### src/design/kvt_pkg.sv
// Shared types and codes for the key/value table with swap-remove.
package kvt_pkg;

  // Field widths of the request and result words
  localparam int OP_W    = 3;
  localparam int KEY_W   = 16;
  localparam int VALUE_W = 16;
  localparam int INDEX_W = 4;
  localparam int SLOT_W  = 4;
  localparam int COUNT_W = 5;

  // Operation codes
  localparam logic [OP_W-1:0] OP_LOOKUP = 3'd0;
  localparam logic [OP_W-1:0] OP_ADD    = 3'd1;
  localparam logic [OP_W-1:0] OP_REMOVE = 3'd2;
  localparam logic [OP_W-1:0] OP_CLEAR  = 3'd3;
  localparam logic [OP_W-1:0] OP_READ   = 3'd4;

  // Request word
  typedef struct packed {
    logic [OP_W-1:0]    operation;
    logic [KEY_W-1:0]   key;
    logic [VALUE_W-1:0] value;
    logic [INDEX_W-1:0] index;
  } req_t;

  // Result word
  typedef struct packed {
    logic               hit;
    logic [VALUE_W-1:0] value_out;
    logic [KEY_W-1:0]   key_out;
    logic [SLOT_W-1:0]  slot;
    logic [COUNT_W-1:0] entry_count;
    logic               full_res;
  } res_t;

  // Sequencer states
  typedef enum logic [1:0] {
    ST_IDLE,
    ST_SCAN,
    ST_MOVE,
    ST_READ
  } state_t;

endpackage

### src/design/key_value_table_swap_remove.sv
// Top level of the dense key/value table with linear search and swap-remove.
//
//   channel   | ports                 | handshake
//   ----------+-----------------------+------------------------------------
//   request   | start, busy, request  | word taken when start && !busy
//   result    | done, result          | one word per request, one cycle wide
//
// Lookup, add and remove scan the live slots through the single RAM read
// port, one slot per cycle; a remove that hits then adds a last-entry move.
// Clear, unused codes and reads of empty slots finish straight from idle,
// and occupied reads pass through the read state.
// Reset clears the sequencer and the live count; RAM contents are left as
// they are. The result receiver cannot stall; busy holds off new requests.
module key_value_table_swap_remove #(
  parameter int ENTRIES    = 16,
  parameter int KEY_BITS   = 16,
  parameter int VALUE_BITS = 16
) (
  input  logic          clk,
  input  logic          rst,
  input  logic          start,
  output logic          busy,
  input  kvt_pkg::req_t request,
  output logic          done,
  output kvt_pkg::res_t result
);

  localparam int KW = (KEY_BITS < kvt_pkg::KEY_W) ? KEY_BITS : kvt_pkg::KEY_W;
  localparam int VW = (VALUE_BITS < kvt_pkg::VALUE_W) ? VALUE_BITS : kvt_pkg::VALUE_W;
  localparam int AW = $clog2(ENTRIES);
  localparam int CW = $clog2(ENTRIES + 1);
  localparam int DW = KW + VW;

  // registers
  kvt_pkg::state_t state, state_next;
  logic [CW-1:0]   live, live_next;
  logic [CW-1:0]   cnt, cnt_next;
  logic            pend, pend_next;
  logic [AW-1:0]   pidx, pidx_next;
  kvt_pkg::req_t   req, req_next;
  kvt_pkg::res_t   res, res_next;
  logic            done_r, done_next;

  // RAM port signals
  logic          we;
  logic [AW-1:0] waddr;
  logic [DW-1:0] wdata;
  logic [AW-1:0] raddr;
  logic [DW-1:0] rdata;

  // decoded fields
  logic [KW-1:0] req_key_m, in_key_m, rd_key;
  logic [VW-1:0] req_val_m, rd_val;
  logic [31:0]   idx32;
  logic [CW-1:0] last;
  logic          found;
  logic          has_room;

  kvt_ram #(
    .WIDTH (DW),
    .DEPTH (ENTRIES)
  ) u_ram (
    .clk   (clk),
    .we    (we),
    .waddr (waddr),
    .wdata (wdata),
    .raddr (raddr),
    .rdata (rdata)
  );

  assign req_key_m = req.key[KW-1:0];
  assign req_val_m = req.value[VW-1:0];
  assign in_key_m  = request.key[KW-1:0];
  assign rd_key    = rdata[DW-1:VW];
  assign rd_val    = rdata[VW-1:0];
  assign idx32     = 32'(request.index);
  assign last      = live - CW'(1);
  assign has_room  = live < CW'(ENTRIES);
  assign found     = (state == kvt_pkg::ST_SCAN) && pend && (rd_key == req_key_m);

  assign busy   = (state != kvt_pkg::ST_IDLE);
  assign done   = done_r;
  assign result = res;

  // state and control registers
  always_ff @(posedge clk) begin
    if (rst) begin
      state  <= kvt_pkg::ST_IDLE;
      live   <= '0;
      pend   <= 1'b0;
      done_r <= 1'b0;
    end else begin
      state  <= state_next;
      live   <= live_next;
      pend   <= pend_next;
      done_r <= done_next;
    end
  end

  // payload registers
  always_ff @(posedge clk) begin
    cnt  <= cnt_next;
    pidx <= pidx_next;
    req  <= req_next;
    res  <= res_next;
  end

  // sequencer: next state, RAM control and result word
  always_comb begin
    state_next = state;
    live_next  = live;
    cnt_next   = cnt;
    pend_next  = pend;
    pidx_next  = pidx;
    req_next   = req;
    res_next   = res;
    done_next  = 1'b0;
    we         = 1'b0;
    waddr      = pidx;
    wdata      = rdata;
    raddr      = cnt[AW-1:0];

    case (state)
      kvt_pkg::ST_IDLE: begin
        raddr = idx32[AW-1:0];
        if (start) begin
          req_next             = request;
          res_next.hit         = 1'b0;
          res_next.value_out   = '0;
          res_next.key_out     = kvt_pkg::KEY_W'(in_key_m);
          res_next.slot        = '0;
          res_next.entry_count = kvt_pkg::COUNT_W'(live);
          res_next.full_res    = 1'b0;
          case (request.operation)
            kvt_pkg::OP_LOOKUP, kvt_pkg::OP_ADD, kvt_pkg::OP_REMOVE: begin
              cnt_next   = '0;
              pend_next  = 1'b0;
              state_next = kvt_pkg::ST_SCAN;
            end
            kvt_pkg::OP_CLEAR: begin
              live_next            = '0;
              res_next.entry_count = '0;
              done_next            = 1'b1;
            end
            kvt_pkg::OP_READ: begin
              res_next.slot = request.index;
              if (idx32 < 32'(live)) begin
                state_next = kvt_pkg::ST_READ;
              end else begin
                res_next.key_out = '0;
                done_next        = 1'b1;
              end
            end
            default: begin
              done_next = 1'b1;
            end
          endcase
        end
      end

      kvt_pkg::ST_SCAN: begin
        if (found) begin
          pend_next     = 1'b0;
          res_next.hit  = 1'b1;
          res_next.slot = kvt_pkg::SLOT_W'(pidx);
          case (req.operation)
            kvt_pkg::OP_ADD: begin
              we                 = 1'b1;
              waddr              = pidx;
              wdata              = {req_key_m, req_val_m};
              res_next.value_out = kvt_pkg::VALUE_W'(req_val_m);
              done_next          = 1'b1;
              state_next         = kvt_pkg::ST_IDLE;
            end
            kvt_pkg::OP_REMOVE: begin
              // fetch the last live entry to fill the freed slot
              raddr              = last[AW-1:0];
              res_next.value_out = kvt_pkg::VALUE_W'(rd_val);
              state_next         = kvt_pkg::ST_MOVE;
            end
            default: begin
              res_next.value_out = kvt_pkg::VALUE_W'(rd_val);
              done_next          = 1'b1;
              state_next         = kvt_pkg::ST_IDLE;
            end
          endcase
        end else if (cnt < live) begin
          // issue the next slot; its word is compared in the following cycle
          raddr     = cnt[AW-1:0];
          cnt_next  = cnt + CW'(1);
          pend_next = 1'b1;
          pidx_next = cnt[AW-1:0];
        end else begin
          // miss: every live slot compared
          pend_next  = 1'b0;
          done_next  = 1'b1;
          state_next = kvt_pkg::ST_IDLE;
          if (req.operation == kvt_pkg::OP_ADD) begin
            if (has_room) begin
              we                   = 1'b1;
              waddr                = live[AW-1:0];
              wdata                = {req_key_m, req_val_m};
              live_next            = live + CW'(1);
              res_next.value_out   = kvt_pkg::VALUE_W'(req_val_m);
              res_next.slot        = kvt_pkg::SLOT_W'(live);
              res_next.entry_count = kvt_pkg::COUNT_W'(live + CW'(1));
            end else begin
              res_next.full_res = 1'b1;
            end
          end
        end
      end

      kvt_pkg::ST_MOVE: begin
        // last entry now on the read port: write it into the freed slot
        we                   = 1'b1;
        waddr                = pidx;
        wdata                = rdata;
        live_next            = last;
        res_next.entry_count = kvt_pkg::COUNT_W'(last);
        done_next            = 1'b1;
        state_next           = kvt_pkg::ST_IDLE;
      end

      kvt_pkg::ST_READ: begin
        res_next.hit       = 1'b1;
        res_next.key_out   = kvt_pkg::KEY_W'(rd_key);
        res_next.value_out = kvt_pkg::VALUE_W'(rd_val);
        done_next          = 1'b1;
        state_next         = kvt_pkg::ST_IDLE;
      end

      default: begin
        state_next = kvt_pkg::ST_IDLE;
      end
    endcase
  end

endmodule

### src/design/kvt_ram.sv
// Generic single-write, single-read RAM with registered read data.
module kvt_ram #(
  parameter int WIDTH = 32,
  parameter int DEPTH = 16
) (
  input  logic                     clk,
  input  logic                     we,
  input  logic [$clog2(DEPTH)-1:0] waddr,
  input  logic [WIDTH-1:0]         wdata,
  input  logic [$clog2(DEPTH)-1:0] raddr,
  output logic [WIDTH-1:0]         rdata
);

  logic [WIDTH-1:0] mem [DEPTH];

  // write port and registered read port
  always_ff @(posedge clk) begin
    if (we) begin
      mem[waddr] <= wdata;
    end
    rdata <= mem[raddr];
  end

endmodule
### config.mk
export PLATFORM = sky130hd
export DESIGN_NAME = key_value_table_swap_remove
export DESIGN_NICKNAME = d
export VERILOG_FILES = /design/src/design/kvt_pkg.sv /design/src/design/key_value_table_swap_remove.sv /design/src/design/kvt_ram.sv
export SDC_FILE = /design/constraint.sdc
export NUM_CORES = 1
export LEC_CHECK = 0
export BUFFER_PORTS_ARGS = -buffer_cell sky130_fd_sc_hd__buf_2
export CELL_PAD_IN_SITES_DETAIL_PLACEMENT = 0
export CELL_PAD_IN_SITES_GLOBAL_PLACEMENT = 1
export CORE_MARGIN = 2
export CORE_UTILIZATION = 49
export DETAILED_ROUTE_END_ITERATION = 16
export PLACE_DENSITY_LB_ADDON = 0.1
export SYNTH_ARGS = -nofsm -noshare
export SYNTH_HDL_FRONTEND = slang
export SYNTH_SLANG_ARGS = --single-unit
### constraint.sdc
create_clock -name clk -period 8.4 [get_ports clk]
set_input_delay 1.68 -clock clk [delete_from_list [all_inputs] [get_ports clk]]
set_output_delay 1.68 -clock clk [all_outputs]
set_load 0.01 [all_outputs]
==> flow_metrics.py <==
metrics = {
    "logic_synthesis": {
        "yosys.area.top_type": "edfxtp_1",
        "yosys-top-cells-count": "599 x edfxtp_1, 169 x nand2_1, 115 x mux4_2",
        "ys_warn_count": 0,
        "yosysMostFrequentCell": "edfxtp_1",
        "synth_nets": 1386,
        "ys_seq_elements": 640,
        "synth-edff-count": 599,
        "syn_avg_cell_area_sq_um": 18.9,
        "synthTopCellsByArea": "edfxtp_1 71%, mux4_2 10%, dfxtp_1 3.3%",
        "synthFlopType": "edfxtp_1",
        "syn_area_sq_um": 25200,
        "synthArstFlopShare": 0,
        "ys_seq_area_frac": 0.747,
        "syn-instance-count": 1329,
        "synth_cell_type_count": 55,
        "synth_top_area_share": 0.715,
    },
    "route": {
        "avgViaCountPerCell": 5.86,
        "vias": 12800,
        "antenna_left": 0,
        "route.detailed.drc": 0,
        "wirelength_mm": 58.9,
        "wire_per_inst_microns": 27.0,
        "first_pass_iters": 5,
        "drt-initial-drc-count": 1112,
    },
    "floorplan": {
        "rows": 83,
        "core_sq_um": 51100,
        "fp.dieW_microns": 231,
        "die_h_microns": 231,
        "start_util": 0.493,
        "ios": 87,
        "die-area_sq_um": 53200,
    },
    "cts": {
        "clock-sinks": 640,
        "clk_path_buf_depth": 3,
        "root_buffer": "clkbuf_16",
        "cts-resized-gates": 0,
        "clock_latency_ns": 0.60,
        "htree_levels": 3,
        "clk_pin_slew_ns": 0.06,
        "cts_buffers": 68,
        "post_cts_buffers": 0,
        "tritoncts": "built",
        "cts_hold_buf": 0,
    },
    "placement": {
        "placedCellCount": 2060,
        "placed_area_sq_um": 26400,
        "place.gp.congestion": 0.807,
        "port_buffers": 86,
        "dp_hpwl_mm": 31.0,
    },
    "global_routing": {
        "grt_usage": 0.227,
        "first_global_vias": 13100,
        "grt_start_max_net_pins": 129,
        "grt_pass1_wl_mm": 87.5,
        "grt_overflow": 0,
        "grt_antenna_before_repair": 0,
    },
    "sta": {
        "period_share": 0.633,
        "setup_viol": 0,
        "final_max_slew_viol_count": 0,
        "fin_tns_setup_ns": 0,
        "fin_skew_ns": 0.0193,
        "finalHoldViolations": 0,
        "rsz0062_at_grt": "no",
        "maxSlewHeadroom": 0.200,
        "worst_slew_pin_slew_ns": 1.20,
        "fmax_ghz": 0.188,
        "min_period_ns": 5.32,
    },
    "critical_path": {
        "path_max_fanout": 100,
        "cp-end-kind": "flop",
        "reg2reg_slack_ns": 3.08,
        "arrival_ns": 5.79,
        "worst_r2r_path_depth": 12,
        "worstPathRequired_ns": 8.87,
        "start_kind": "flop",
        "reg2reg_from": "state[1]",
        "path_class": "reg -> reg",
        "r2r-end": "u_ram.rdata[6]",
    },
    "cells_and_area": {
        "n_antenna_cell": 0,
        "regArea_sq_um": 18800,
        "fin_area_sq_um": 28600,
        "fillers": 3981,
        "multi_input_comb_area_sq_um": 6010,
        "syn_to_final_growth_pct": 13.6,
        "nNetsFinal": 1507,
        "layout.cells.non_filler": 2184,
        "drive_gt1_frac": 0.242,
    },
    "worst_hold_path": {
        "min_from": "pend",
        "hold_path_class": "reg -> reg",
        "min_path_cells": 2,
        "min_to": "pend",
    },
    "outcome": {
        "status": "completed",
    },
    "pwr": {
        "p_per_area_nw_per_um2": 377,
        "p_leak_uw": 0.00957,
        "ir_drop_mv": 0.318,
    },
    "job": {
        "max_cap_viol_count": 0,
    },
}
==> through the flow <==
stage	utilization	hold WS [ns]	power (uW)	worst slack [ns]
floorplan	-	0.452	6990	0.362
global placement	0.517	0.477	7930	3.15
detailed placement	0.517	0.478	7970	2.99
CTS	0.560	0.516	10900	2.97
global route	0.560	0.566	11300	2.59
finish	0.560	0.508	10800	3.08
==> cell families (layout without fill, tap and decap cells) <==
kind of cell             after synthesis  after routing  synth area share
AND/OR/NAND/NOR                      253            253            0.0417
buffers and inverters                 80            255            0.0213
AO/OA/AOI/OAI                        164            164            0.0472
XOR/XNOR                              21             21           0.00731
multiplexers                         156            156             0.128
flip-flops                           640            640             0.747
adder cells (fa/ha/maj)               15             15           0.00746
==> final cells by class <==
class                   instances  area share
well taps                     680      0.0298
flip-flops and latches        640       0.658
clock inverters                31     0.00976
clock buffers                  93      0.0667
multi-input cells             609       0.210
repair buffers                117      0.0241
inverters                      14     0.00184
==> power by group <==
| part | switching [uW] | internal (uW) |
|---|---|---|
| Clock | 1210 | 1720 |
| Sequential | 181 | 4260 |
| Combinational | 2110 | 1300 |
| Total | 3500 | 7290 |
==> critical path: stages (launching register included) <==
cell and delay, ns:
dfxtp_1 0.32, inv_1 0.12, ha_1 0.83, and3_1 0.29, nand4_1 0.22, or3_1 0.61, a21o_1 0.26, a221oi_4 0.27
buf_12 0.66, buf_4 0.61, mux4_1 0.62, a22oi_1 0.20, nand2_1 0.07
==> placed cells by master (no fill, tap or decap), drive strengths merged, types with 7 or more instances in the layout <==
master	instances
nand2	169
a211oi	7
clkbuf	93
ha	15
a22oi	64
clkinv	23
a22o	17
mux2i	23
o21ai	29
mux4	128
a21oi	12
buf	117
edfxtp	599
dfxtp	41
inv	18
nand3	10
xor2	15
a21o	9
nor2	46
==> flip-flops by register name (all words and copies together), names as in the netlist, 2 cells and up <==
signal,count
cnt,5
live,5
pidx,4
req,3
req_key_m,16
req_val_m,16
result,43
state,2
u_ram.mem,512
u_ram.rdata,32
==> metal layers <==
layer | vias up | part of all wire | global-route usage
met1 | 6797 | 0.44 | 0.325
met2 | 330 | 0.49 | 0.369
li1 | 5605 | - | -
met3 | 67 | 0.049 | 0.0322
met4 | 0 | 0.017 | 0.0625
met5 | - | 0 | 0
==> worst max-delay path by stage <==
| stage | from | to | slack [ns] | depth (start not counted) |
|---|---|---|---|---|
| 2_1_floorplan | live[2] | u_ram.mem[3][0] | 0.36 | 10 |
| 6_report | state[1] | u_ram.rdata[6] | 3.08 | 12 |
| 5_1_grt | state[1] | u_ram.rdata[6] | 2.59 | 12 |
| 4_1_cts | state[1] | u_ram.rdata[6] | 2.97 | 12 |
| 3_5_place_dp | state[1] | u_ram.rdata[6] | 2.99 | 12 |
| 3_3_place_gp | state[1] | u_ram.rdata[6] | 3.15 | 12 |
No activity file was read; power rests on OpenSTA's default activity.
